$ cat config.mk
export PLATFORM = sky130hd
export DESIGN_NAME = gcp_ctrl
export DESIGN_NICKNAME = d
export VERILOG_FILES = /design/src/rtl/gcp_pkg.sv /design/src/rtl/gcp_ctrl.sv
export VERILOG_INCLUDE_DIRS = /design/src /design/src/rtl
export SDC_FILE = /design/constraint.sdc
export NUM_CORES = 1
export LEC_CHECK = 0
export BUFFER_PORTS_ARGS = -buffer_cell sky130_fd_sc_hd__buf_2
export CORE_UTILIZATION = 40
export CTS_CLUSTER_SIZE = 25
export DETAILED_ROUTE_END_ITERATION = 12
export SKIP_CTS_REPAIR_TIMING = 1
export SLEW_MARGIN = 10
export SYNTH_ARGS = -nofsm -noshare
export SYNTH_HDL_FRONTEND = slang
export SYNTH_SLANG_ARGS = --single-unit
$ cat constraint.sdc
create_clock -name clk -period 3.95 [get_ports clk]
set_input_delay 0.1975 -clock clk [delete_from_list [all_inputs] [get_ports clk]]
set_output_delay 0.1975 -clock clk [all_outputs]
set_load 0.05 [all_outputs]
$ cat src/rtl/grid_constraint_propagator_assert.svh
// Assertion macros shared by the grid constraint propagator modules.
// Users must have clk and rst_n in scope; no other dependencies.
`ifndef GRID_CONSTRAINT_PROPAGATOR_ASSERT_SVH
`define GRID_CONSTRAINT_PROPAGATOR_ASSERT_SVH
`ifndef ASSERT_OFF
`define GCP_ASSERT(lbl, prop, msg) \
    lbl: assert property (@(posedge clk) disable iff (!rst_n) prop) else $error(msg);
`define GCP_NEVER(lbl, cond, msg) \
    lbl: assert property (@(posedge clk) disable iff (!rst_n) !(cond)) else $error(msg);
`else
`define GCP_ASSERT(lbl, prop, msg)
`define GCP_NEVER(lbl, cond, msg)
`endif
`endif

$ cat src/rtl/gcp_pkg.sv
// Types and constants of the grid constraint propagator.
// No dependencies.
package gcp_pkg;

    localparam int MAX_TILES = 16;
    localparam int MASK_W = 16;
    localparam int CNT_W = 13;
    localparam logic [CNT_W-1:0] CNT_MAX = 13'd4096;

    typedef enum logic [1:0] {
        CMD_LOAD     = 2'd0,
        CMD_FILL     = 2'd1,
        CMD_COLLAPSE = 2'd2,
        CMD_READ     = 2'd3
    } cmd_t;

    typedef enum logic [1:0] {
        DIR_UP    = 2'd0,
        DIR_DOWN  = 2'd1,
        DIR_LEFT  = 2'd2,
        DIR_RIGHT = 2'd3
    } dir_t;

    typedef enum logic [1:0] {
        CFG_GRID_WIDTH  = 2'd0,
        CFG_GRID_HEIGHT = 2'd1,
        CFG_TILE_SET    = 2'd2,
        CFG_NONE        = 2'd3
    } cfg_idx_t;

    typedef enum logic [3:0] {
        ST_SWEEP,
        ST_IDLE,
        ST_COLLAPSE_RD,
        ST_COLLAPSE_WR,
        ST_SCAN_RD,
        ST_SCAN_CK,
        ST_SRC,
        ST_NB,
        ST_UPD,
        ST_FINAL_RD,
        ST_FINAL_WR,
        ST_RESULT
    } state_t;

    typedef enum logic [3:0] {
        OP_NONE,
        OP_ACCEPT,
        OP_SWEEP,
        OP_COLLAPSE_RD,
        OP_COLLAPSE_WR,
        OP_SCAN_RD,
        OP_SCAN_CK,
        OP_SRC,
        OP_NB,
        OP_UPD,
        OP_FINAL_RD,
        OP_FINAL_WR,
        OP_RESULT
    } op_t;

    typedef struct packed {
        cmd_t in_cmd;
        logic in_inside;
        logic cap_inside;
        logic sweep_last;
        logic scan_end;
        logic pend_hit;
        logic nb_ok;
        logic dir_last;
    } status_t;

endpackage

$ cat src/rtl/gcp_ctrl.sv
// Controller state machine of the grid constraint propagator.
// Depends on gcp_pkg and grid_constraint_propagator_assert.svh.
`include "grid_constraint_propagator_assert.svh"
module gcp_ctrl (
    input  logic             clk,
    input  logic             rst_n,
    input  logic             in_valid,
    output logic             in_ready,
    output logic             out_valid,
    input  logic             out_ready,
    input  gcp_pkg::status_t st,
    output gcp_pkg::op_t     op
);

    gcp_pkg::state_t state_reg, state_next;
    logic boot_reg, boot_next;
    logic out_valid_reg, out_valid_next;

    always_ff @(posedge clk or negedge rst_n)
    begin
        if (!rst_n)
        begin
            state_reg     <= gcp_pkg::ST_SWEEP;
            boot_reg      <= 1'b1;
            out_valid_reg <= 1'b0;
        end
        else
        begin
            state_reg     <= state_next;
            boot_reg      <= boot_next;
            out_valid_reg <= out_valid_next;
        end
    end

    always_comb
    begin
        state_next     = state_reg;
        boot_next      = boot_reg;
        out_valid_next = out_valid_reg && !out_ready;
        op             = gcp_pkg::OP_NONE;
        case (state_reg)
            gcp_pkg::ST_SWEEP:
            begin
                op = gcp_pkg::OP_SWEEP;
                if (st.sweep_last)
                begin
                    boot_next = 1'b0;
                    if (boot_reg)
                        state_next = gcp_pkg::ST_IDLE;
                    else if (st.cap_inside)
                        state_next = gcp_pkg::ST_FINAL_RD;
                    else
                        state_next = gcp_pkg::ST_RESULT;
                end
            end
            gcp_pkg::ST_IDLE:
            begin
                if (in_valid)
                begin
                    op = gcp_pkg::OP_ACCEPT;
                    case (st.in_cmd)
                        gcp_pkg::CMD_LOAD:
                            state_next = gcp_pkg::ST_RESULT;
                        gcp_pkg::CMD_FILL:
                            state_next = gcp_pkg::ST_SWEEP;
                        gcp_pkg::CMD_COLLAPSE:
                            state_next = st.in_inside ? gcp_pkg::ST_COLLAPSE_RD
                                                      : gcp_pkg::ST_RESULT;
                        default:
                            state_next = st.in_inside ? gcp_pkg::ST_FINAL_RD
                                                      : gcp_pkg::ST_RESULT;
                    endcase
                end
            end
            gcp_pkg::ST_COLLAPSE_RD:
            begin
                op         = gcp_pkg::OP_COLLAPSE_RD;
                state_next = gcp_pkg::ST_COLLAPSE_WR;
            end
            gcp_pkg::ST_COLLAPSE_WR:
            begin
                op         = gcp_pkg::OP_COLLAPSE_WR;
                state_next = gcp_pkg::ST_SCAN_RD;
            end
            gcp_pkg::ST_SCAN_RD:
            begin
                if (st.scan_end)
                    state_next = gcp_pkg::ST_FINAL_RD;
                else
                begin
                    op         = gcp_pkg::OP_SCAN_RD;
                    state_next = gcp_pkg::ST_SCAN_CK;
                end
            end
            gcp_pkg::ST_SCAN_CK:
            begin
                op         = gcp_pkg::OP_SCAN_CK;
                state_next = st.pend_hit ? gcp_pkg::ST_SRC : gcp_pkg::ST_SCAN_RD;
            end
            gcp_pkg::ST_SRC:
            begin
                op         = gcp_pkg::OP_SRC;
                state_next = gcp_pkg::ST_NB;
            end
            gcp_pkg::ST_NB:
            begin
                op = gcp_pkg::OP_NB;
                if (st.nb_ok)
                    state_next = gcp_pkg::ST_UPD;
                else if (st.dir_last)
                    state_next = gcp_pkg::ST_SCAN_RD;
            end
            gcp_pkg::ST_UPD:
            begin
                op         = gcp_pkg::OP_UPD;
                state_next = st.dir_last ? gcp_pkg::ST_SCAN_RD : gcp_pkg::ST_NB;
            end
            gcp_pkg::ST_FINAL_RD:
            begin
                op         = gcp_pkg::OP_FINAL_RD;
                state_next = gcp_pkg::ST_FINAL_WR;
            end
            gcp_pkg::ST_FINAL_WR:
            begin
                op         = gcp_pkg::OP_FINAL_WR;
                state_next = gcp_pkg::ST_RESULT;
            end
            gcp_pkg::ST_RESULT:
            begin
                if (!out_valid_reg || out_ready)
                begin
                    op             = gcp_pkg::OP_RESULT;
                    out_valid_next = 1'b1;
                    state_next     = gcp_pkg::ST_IDLE;
                end
            end
            default:
                state_next = gcp_pkg::ST_IDLE;
        endcase
    end

    assign in_ready  = (state_reg == gcp_pkg::ST_IDLE);
    assign out_valid = out_valid_reg;

    `GCP_ASSERT(a_load_to_result, (state_reg == gcp_pkg::ST_IDLE && in_valid && st.in_cmd == gcp_pkg::CMD_LOAD) |=> state_reg == gcp_pkg::ST_RESULT, "rule load did not go to result")
    `GCP_ASSERT(a_valid_from_result, $rose(out_valid_reg) |-> $past(state_reg) == gcp_pkg::ST_RESULT, "result raised outside result state")
    `GCP_ASSERT(a_result_waits, (state_reg == gcp_pkg::ST_RESULT && out_valid_reg && !out_ready) |=> state_reg == gcp_pkg::ST_RESULT, "result overwritten while stalled")

endmodule

==> metrics.txt, run 1 <==
Reg-to-Reg Start=state_reg[0]; startpoint class of the critical path=register; hold path endpoint=state_reg[0]; critical path class=register to output pin; Max Slew Vio Count=0; hold path start=st[4]; CP max stage delay=0.78 ns; dominant cell type by area after synthesis=dfrtp_1; DRC=0; clock-pin transition on the worst setup and hold timing paths=0.06 ns; mapped cell area=623.1 um2; share of the clock period used by the worst path=0.5566; Final TNS setup=0 ns; Final Setup Violations=0; drt first pass iters=4; CTS root buffer=clkbuf_4; Worst-Margin Slew=0.6760 ns; worst path required time=3.75 ns; first-pass GRT wire length=2387 um; sequential cell area fraction in the yosys report=0.2430; # H-tree levels=1; Via Count=639; Post-Syn Area per Cell=7.693 um2; fin nets=111; skew final=0.01097 ns; die height=41.47 um; CTS max path bufs=2; synth top area cells=dfrtp_1 (20%), nand2b_1 (6.0%), nor2b_1 (5.0%); Hold WC Path Type=input pin to register; commonest non-fill, non-tap cell in the layout=buf_2; Initial Util=0.4560; area grow syn2layout=14.46%; fraction of layout instances using a drive strength above 1=0.2474; core area=1366 um2; CTS tree=built; die width=41.47 um; status=finished clean; Post-DP HPWL=1078 um; Synth top area share=0.2008; capturing point of the worst reg2reg path=state_reg[0]; largest delay contributor family on the critical path=flip-flops; initial drt markers=13; die area=1720 um2; Max Fclk=454.8 MHz; CTS Buf Count=3; YS warnings=0; Final GP Congestion=0.7161; synth unique cells=35; most frequent cells in the layout=buf_2 (18), nor2_1 (8), nand2b_1 (6); Port Buf Inserts=18; Synth Net Count=94; critical path depth in cells=4; Slowest-stage cell, CP=dfrtp_1; FF-to-FF path depth=4; Lkg Pwr=0.0003057 uW; overall global routing resource usage=0.1781; Critical Path AT=2.00 ns; FF-to-FF setup slack=2.24 ns; final core utilization=0.5220; drt total wl=1464 um; Power Density=961.0 nW/um2; Hold Vio Cnt, Final=0; CTS Sinks=6; row count=13; Final ANT Viol Nets=0; routed len/inst=13.07 um; number of global-route vias before repair=526; initial antenna violation count=0; worst-path cell chain=o21ai_0 > mux2_2 > o22ai_1 > buf_2; max_cap viols=0; hold depth=2; Fillers=155; total gr overflow=0; Worst Path Buf+Inv=1; Largest register FFs=4; RSZ-0062 raised after global routing=no; Final Critical Period=2.199 ns; clock latency on the worst-skew pair=0.25 ns; DR vias/cell=5.705; CP max FO=25; Synth Instances=81; Rel. slew slack=0.5494; largest net degree at the start of global routing=26; Synth Register Bits=6; diode count=0; Max VDD drop=0.4419 mV; number of I/O pins=19; Worst setup EP type=output pin
==> layout make-up <==
type	instances	area (um2)	share of cell area
inverter	2	7.507	0.01053
tap	15	18.77	0.02632
multi-input combinational	66	409.1	0.5737
timing repair buffer	19	100.1	0.1404
clock buffer	4	26.28	0.03684
sequential	6	151.4	0.2123
==> logic make-up after synthesis <==
family	Yosys count	share of synthesized area
AND/OR/NAND/NOR	39	0.3454
multiplexers	1	0.01807
AO/OA/AOI/OAI	25	0.2791
XOR/XNOR	1	0.01406
flip-flops	6	0.2430
buffers and inverters	9	0.1004
==> per-stage QoR <==
step | cell area, um2 | setup WS, ns | instances | power, uW | hold WS [ns]
after global placement | 676.9 | 2.084 | 107 | 615.7 | 0.02248
after CTS | 703.2 | 1.752 | 111 | 686.7 | -0.2456
final | 713.2 | 1.751 | 112 | 685.4 | 0.1888
after detailed placement | 676.9 | 2.034 | 107 | 619.5 | 0.02482
after floorplan | 623.1 | 1.750 | 81 | 565.4 | -0.09809
after global routing | 713.2 | 1.615 | 112 | 732.6 | 0.1915
==> power by group <==
group	internal [uW]	switching, uW	leakage, uW	total [uW]
clock	38.4	24.9	0.0000150	63.3
combinational	168	276	0.000218	443
sequential	83.5	95.4	0.0000725	179
total	290	396	0.000306	685
==> worst max path at each step <==
| stage | to | slack [ns] | start |
|---|---|---|---|
| 5_1_grt | op[2] | 1.61 | state_reg[0] |
| 4_1_cts | op[2] | 1.75 | state_reg[0] |
| 6_report | op[2] | 1.75 | state_reg[0] |
| 2_1_floorplan | op[0] | 1.75 | state_reg[0] |
| 3_3_place_gp | op[2] | 2.08 | state_reg[0] |
| 3_5_place_dp | op[2] | 2.03 | state_reg[0] |
==> metal layers <==
| layer | up-vias | share of wire | global-route usage | wire length, um |
|---|---|---|---|---|
| li1 | 332 | - | - | - |
| met1 | 289 | 0.50 | 0.2642 | 735 |
| met2 | 16 | 0.46 | 0.2625 | 669 |
| met3 | 2 | 0.032 | 0.02609 | 47 |
| met4 | 0 | 0.0075 | 0.05806 | 11 |
| met5 | - | 0 | 0 | 0 |
==> cells in the mapped netlist <==
cell type / count
o211ai_1: 1
and4_1: 1
and3b_1: 1
buf_6: 2
o32a_1: 1
buf_4: 3
xnor2_1: 1
o21ai_0: 5
and2_4: 1
nand4b_1: 1
nor3_1: 3
a221oi_1: 1
nor4_1: 1
o2bb2ai_1: 1
o21a_1: 2
nand3b_1: 1
dfstp_2: 1
a21oi_1: 5
o22ai_1: 2
a311o_1: 1
nor2_1: 8
mux2_2: 1
buf_2: 2
nand2_1: 5
or2b_1: 1
dfrtp_1: 5
inv_1: 2
nor2b_1: 5
a31oi_1: 1
and2_1: 1
o32ai_1: 2
nand3_1: 4
o221ai_1: 2
o211a_1: 1
nand2b_1: 6
==> worst register-to-register path, cell delays in order (launching register included) <==
cell and delay [ns]:
dfrtp_1 0.63, and2_4 0.31, o21ai_0 0.14, nand3_1 0.15, o32a_1 0.37
Power figures use the tool's default switching activity.
==> run 2: changes to the inputs <==
- PLACE_DENSITY: default -> 0.67
- clock period: 3.95 -> 2 ns (I/O delays scaled with it)
==> run 2 against run 1 <==
Against the previous run: sequential share of layout area down 0.72 points; clock skew down 0.0094 ns; utilization up 2.3 points; die area unchanged; design area up 4.4%; global-route usage up 1.4 points; count of clock-buffer cells in the layout unchanged; worst hold slack worse by 0.11 ns; first-iteration DRC count up 15%; clock power up 100%; non-clock buffer count up 3; highest routed layer unchanged.
==> metrics.txt, run 2 (synthesized netlist as in run 1, its figures left out) <==
Worst setup EP type=output pin; clock latency on the worst-skew pair=0.25 ns; Placed Cells=110; critical path class=register to output pin; number of global-route vias before repair=578; row count=13; most frequent cells in the layout=buf_2 (18), nor2_1 (8), nand2b_1 (6); largest delay contributor family on the critical path=flip-flops; Critical Path AT=1.68 ns; commonest non-fill, non-tap cell in the layout=buf_2; overall global routing resource usage=0.1924; CTS max path bufs=2; CTS Buf Count=3; RSZ-0062 raised after global routing=no; total power=1411 uW; Post-DP HPWL=1082 um; CTS root buffer=clkbuf_4; fin nets=114; Slowest-stage cell, CP=dfrtp_1; status=finished clean; Rel. slew slack=0.6868; CTS Sinks=6; Max VDD drop=1.039 mV; share of the clock period used by the worst path=0.8893; Worst-Margin Slew=0.4698 ns; worst-path cell chain=mux2_2 > o22ai_1 > buf_2; drt total wl=1505 um; diode count=0; Via Count=677; DR vias/cell=5.887; final cell count without fillers=115; core area=1366 um2; Final Setup Violations=0; Register Area=152.6 um2; Final TNS setup=0 ns; Max Fclk=562.3 MHz; DRC=0; die height=41.47 um; Worst Path Buf+Inv=1; Max Slew Vio Count=0; Largest register FFs=4; die area=1720 um2; area grow syn2layout=19.48%; initial antenna violation count=0; Final Critical Period=1.779 ns; clock-pin transition on the worst setup and hold timing paths=0.05 ns; CP max stage delay=0.63 ns; Power Density=1896 nW/um2; Final ANT Viol Nets=0; initial drt markers=15; Final GP Congestion=0.7928; # H-tree levels=1; fraction of layout instances using a drive strength above 1=0.2900; first-pass GRT wire length=2573 um; Hold WC Path Type=input pin to register; min setup slack post-route=0.2215 ns; Fillers=151; CTS tree=built; CP max FO=15; Placement Setup Slack=0.2886 ns; die width=41.47 um; drt first pass iters=4; max_cap viols=0; largest net degree at the start of global routing=22; startpoint class of the critical path=register; Initial Util=0.4560; skew final=0.001582 ns; Port Buf Inserts=18; Hold Vio Cnt, Final=0; routed len/inst=13.09 um; worst path required time=1.90 ns; number of I/O pins=19; total gr overflow=0; Lkg Pwr=0.0003212 uW; Multi-input gate area=416.7 um2
[run 2: cell types whose count changed in the layout (fill, tap and decap cells not counted)]
cell / before / now
buf_4: 0 / 3
dfrtp_1: 5 / 4
dfrtp_2: 0 / 1
o32ai_1: 2 / 1
o32ai_2: 0 / 1
[run 2: area by class of cell]
| class | count | area share |
|---|---|---|
| Inverter | 2 | 0.01008 |
| Clock buffer | 4 | 0.03529 |
| Tap cell | 15 | 0.02521 |
| Multi-Input combinational cell | 66 | 0.5597 |
| Timing Repair Buffer | 22 | 0.1647 |
| Sequential cell | 6 | 0.2050 |
[run 2: final timing paths]
kind | startpoint | endpoint | slack [ns] | cells after the start
setup / recovery | state_reg[1] | op[2] | 0.22 | 3
hold / removal | st[4] | state_reg[0] | 0.08 | 2
setup reg to reg | state_reg[0] | state_reg[3] | 0.38 | 5
hold reg to reg | boot_reg | boot_reg | 0.47 | 1
max in group asynchronous | rst_n | boot_reg | 1.58 | 2
min in group asynchronous | rst_n | out_valid | 0.20 | 2
[run 2: where the power goes]
part / total, uW / switching (uW) / internal [uW]
Sequential: 313 / 145 / 169
Combinational: 971 / 598 / 374
Clock: 127 / 50.7 / 76.0
[run 2: per-stage QoR]
stage / util / hold WS [ns] / instance area, um2
2_1_floorplan: - / -0.1956 / 630.6
3_3_place_gp: 0.5174 / -0.07347 / 706.9
3_5_place_dp: 0.5174 / -0.07115 / 706.9
4_1_cts: 0.5366 / -0.3435 / 733.2
5_1_grt: 0.5449 / 0.08805 / 744.5
6_report: 0.5449 / 0.07856 / 744.5
[run 2: per-layer routing]
metal,vias to the layer above,global-route usage,share of wire
met3,5,0.05652,0.051
li1,339,-,-
met2,18,0.2750,0.44
met1,315,0.2688,0.50
met5,-,0,0
met4,0,0.07742,0.014
[run 2: worst reg2reg max path, delay by kind of cell (launching register included)]
kind | cells | cell delay (ns)
AO/OA/AOI/OAI | 3 | 0.60
flip-flops | 1 | 0.50
buffers and inverters | 1 | 0.23
AND/OR/NAND/NOR | 1 | 0.18
==> run 3: changes to the inputs <==
- CTS_BUF_LIST: default -> sky130_fd_sc_hd__clkbuf_4
- PLACE_DENSITY: 0.67 -> 0.66
==> run 3 against run 2 <==
Against the previous run: non-clock buffer count unchanged; worst setup slack worse by 0.074 ns; worst hold slack improved by 0.0014 ns; register-to-register slack worse by 0.02 ns.
==> metrics.txt, run 3 (synthesized netlist as in run 1, its figures left out) <==
Final Setup Violations=0; Max Slew Vio Count=0; CTS root buffer=clkbuf_4; number of global-route vias before repair=585; fin nets=114; Post-DP HPWL=1100 um; total gr overflow=0; Via Count=672; initial antenna violation count=0; Port Buf Inserts=18; worst path required time=1.90 ns; Power Density=1909 nW/um2; Rel. slew slack=0.6992; skew final=0.01485 ns; Initial Util=0.4560; largest net degree at the start of global routing=20; Max Fclk=539.7 MHz; CTS tree=built; Hold Vio Cnt, Final=0; Max VDD drop=1.186 mV; number of I/O pins=19; CP max FO=15; drt first pass iters=4; diode count=0; Final GP Congestion=0.8266; WHS=0.07993 ns; Worst setup EP type=output pin; DRC=0; critical path class=register to output pin; startpoint class of the critical path=register; die width=41.47 um; overall global routing resource usage=0.1868; Lkg Pwr=0.0003247 uW; status=finished clean; clock latency on the worst-skew pair=0.26 ns; # H-tree levels=1; drt total wl=1513 um; Critical Path AT=1.75 ns; share of the clock period used by the worst path=0.9265; Hold WC Path Type=input pin to register; RSZ-0062 raised after global routing=no; routed len/inst=13.16 um; Fillers=144; Final ANT Viol Nets=0; initial drt markers=19; core area=1366 um2; Final TNS setup=0 ns; area grow syn2layout=20.08%; CTS Buf Count=3; commonest non-fill, non-tap cell in the layout=buf_2; die area=1720 um2; CTS max path bufs=2; Worst-Margin Slew=0.4512 ns; CTS Sinks=6; first-pass GRT wire length=2553 um; DR vias/cell=5.843; Final Critical Period=1.853 ns; most frequent cells in the layout=buf_2 (18), nor2_1 (8), nand2b_1 (6); Multi-input gate area=416.7 um2; fraction of layout instances using a drive strength above 1=0.3000; die height=41.47 um; Largest register FFs=4; clock-pin transition on the worst setup and hold timing paths=0.06 ns; Register Area=152.6 um2; max_cap viols=0; row count=13
## run 3: cell types whose count changed in the layout (fill, tap and decap cells not counted)
cell and delta:
clkbuf_4 +1, clkbuf_1 -1
## run 3: worst paths after layout
| path | startpoint | end | slack, ns | depth (start not counted) |
|---|---|---|---|---|
| max | state_reg[0] | op[2] | 0.15 | 4 |
| min | st[4] | state_reg[0] | 0.08 | 2 |
| min in group asynchronous | rst_n | out_valid | 0.20 | 2 |
| max in group asynchronous | rst_n | boot_reg | 1.56 | 2 |
| min reg2reg | boot_reg | boot_reg | 0.46 | 1 |
| max reg2reg | state_reg[0] | state_reg[3] | 0.36 | 5 |
## run 3: final cells by class
class                           count  area share
Multi-Input combinational cell     66      0.5569
Clock buffer                        4     0.04013
Inverter                            2     0.01003
Sequential cell                     6      0.2040
Timing Repair Buffer               22      0.1639
Tap cell                           15     0.02508
## run 3: power breakdown
group | total, uW | leakage (uW) | internal (uW) | switching (uW)
registers | 313 | 0.0000715 | 169 | 144
logic | 974 | 0.000235 | 374 | 600
clock network | 142 | 0.0000184 | 89.6 | 52.0
## run 3: metal layers
metal | vias to the layer above | track usage | wire [um] | part of all wire
met5 | - | 0 | 0 | 0
met4 | 0 | 0.05806 | 11 | 0.0073
met3 | 2 | 0.03478 | 149 | 0.098
met2 | 37 | 0.2844 | 689 | 0.46
met1 | 295 | 0.2654 | 663 | 0.44
li1 | 338 | - | - | -
## run 3: worst max-delay path, stage by stage (launching register included)
cell	delay (ns)
dfrtp_1	0.60
o21ai_0	0.20
mux2_2	0.28
o22ai_1	0.13
buf_2	0.28
## run 3: per-stage QoR
| step | util | cells | total power (uW) | area [um2] | setup WS [ns] |
|---|---|---|---|---|---|
| finish | 0.5476 | 115 | 1428 | 748.2 | 0.1471 |
| global route | 0.5476 | 115 | 1534 | 748.2 | 0.04077 |
| detailed placement | 0.5174 | 110 | 1285 | 706.9 | 0.2922 |
| CTS | 0.5394 | 114 | 1428 | 737.0 | 0.03272 |
| floorplan | - | 81 | 1134 | 630.6 | 0.1614 |
| global placement | 0.5174 | 110 | 1277 | 706.9 | 0.3004 |
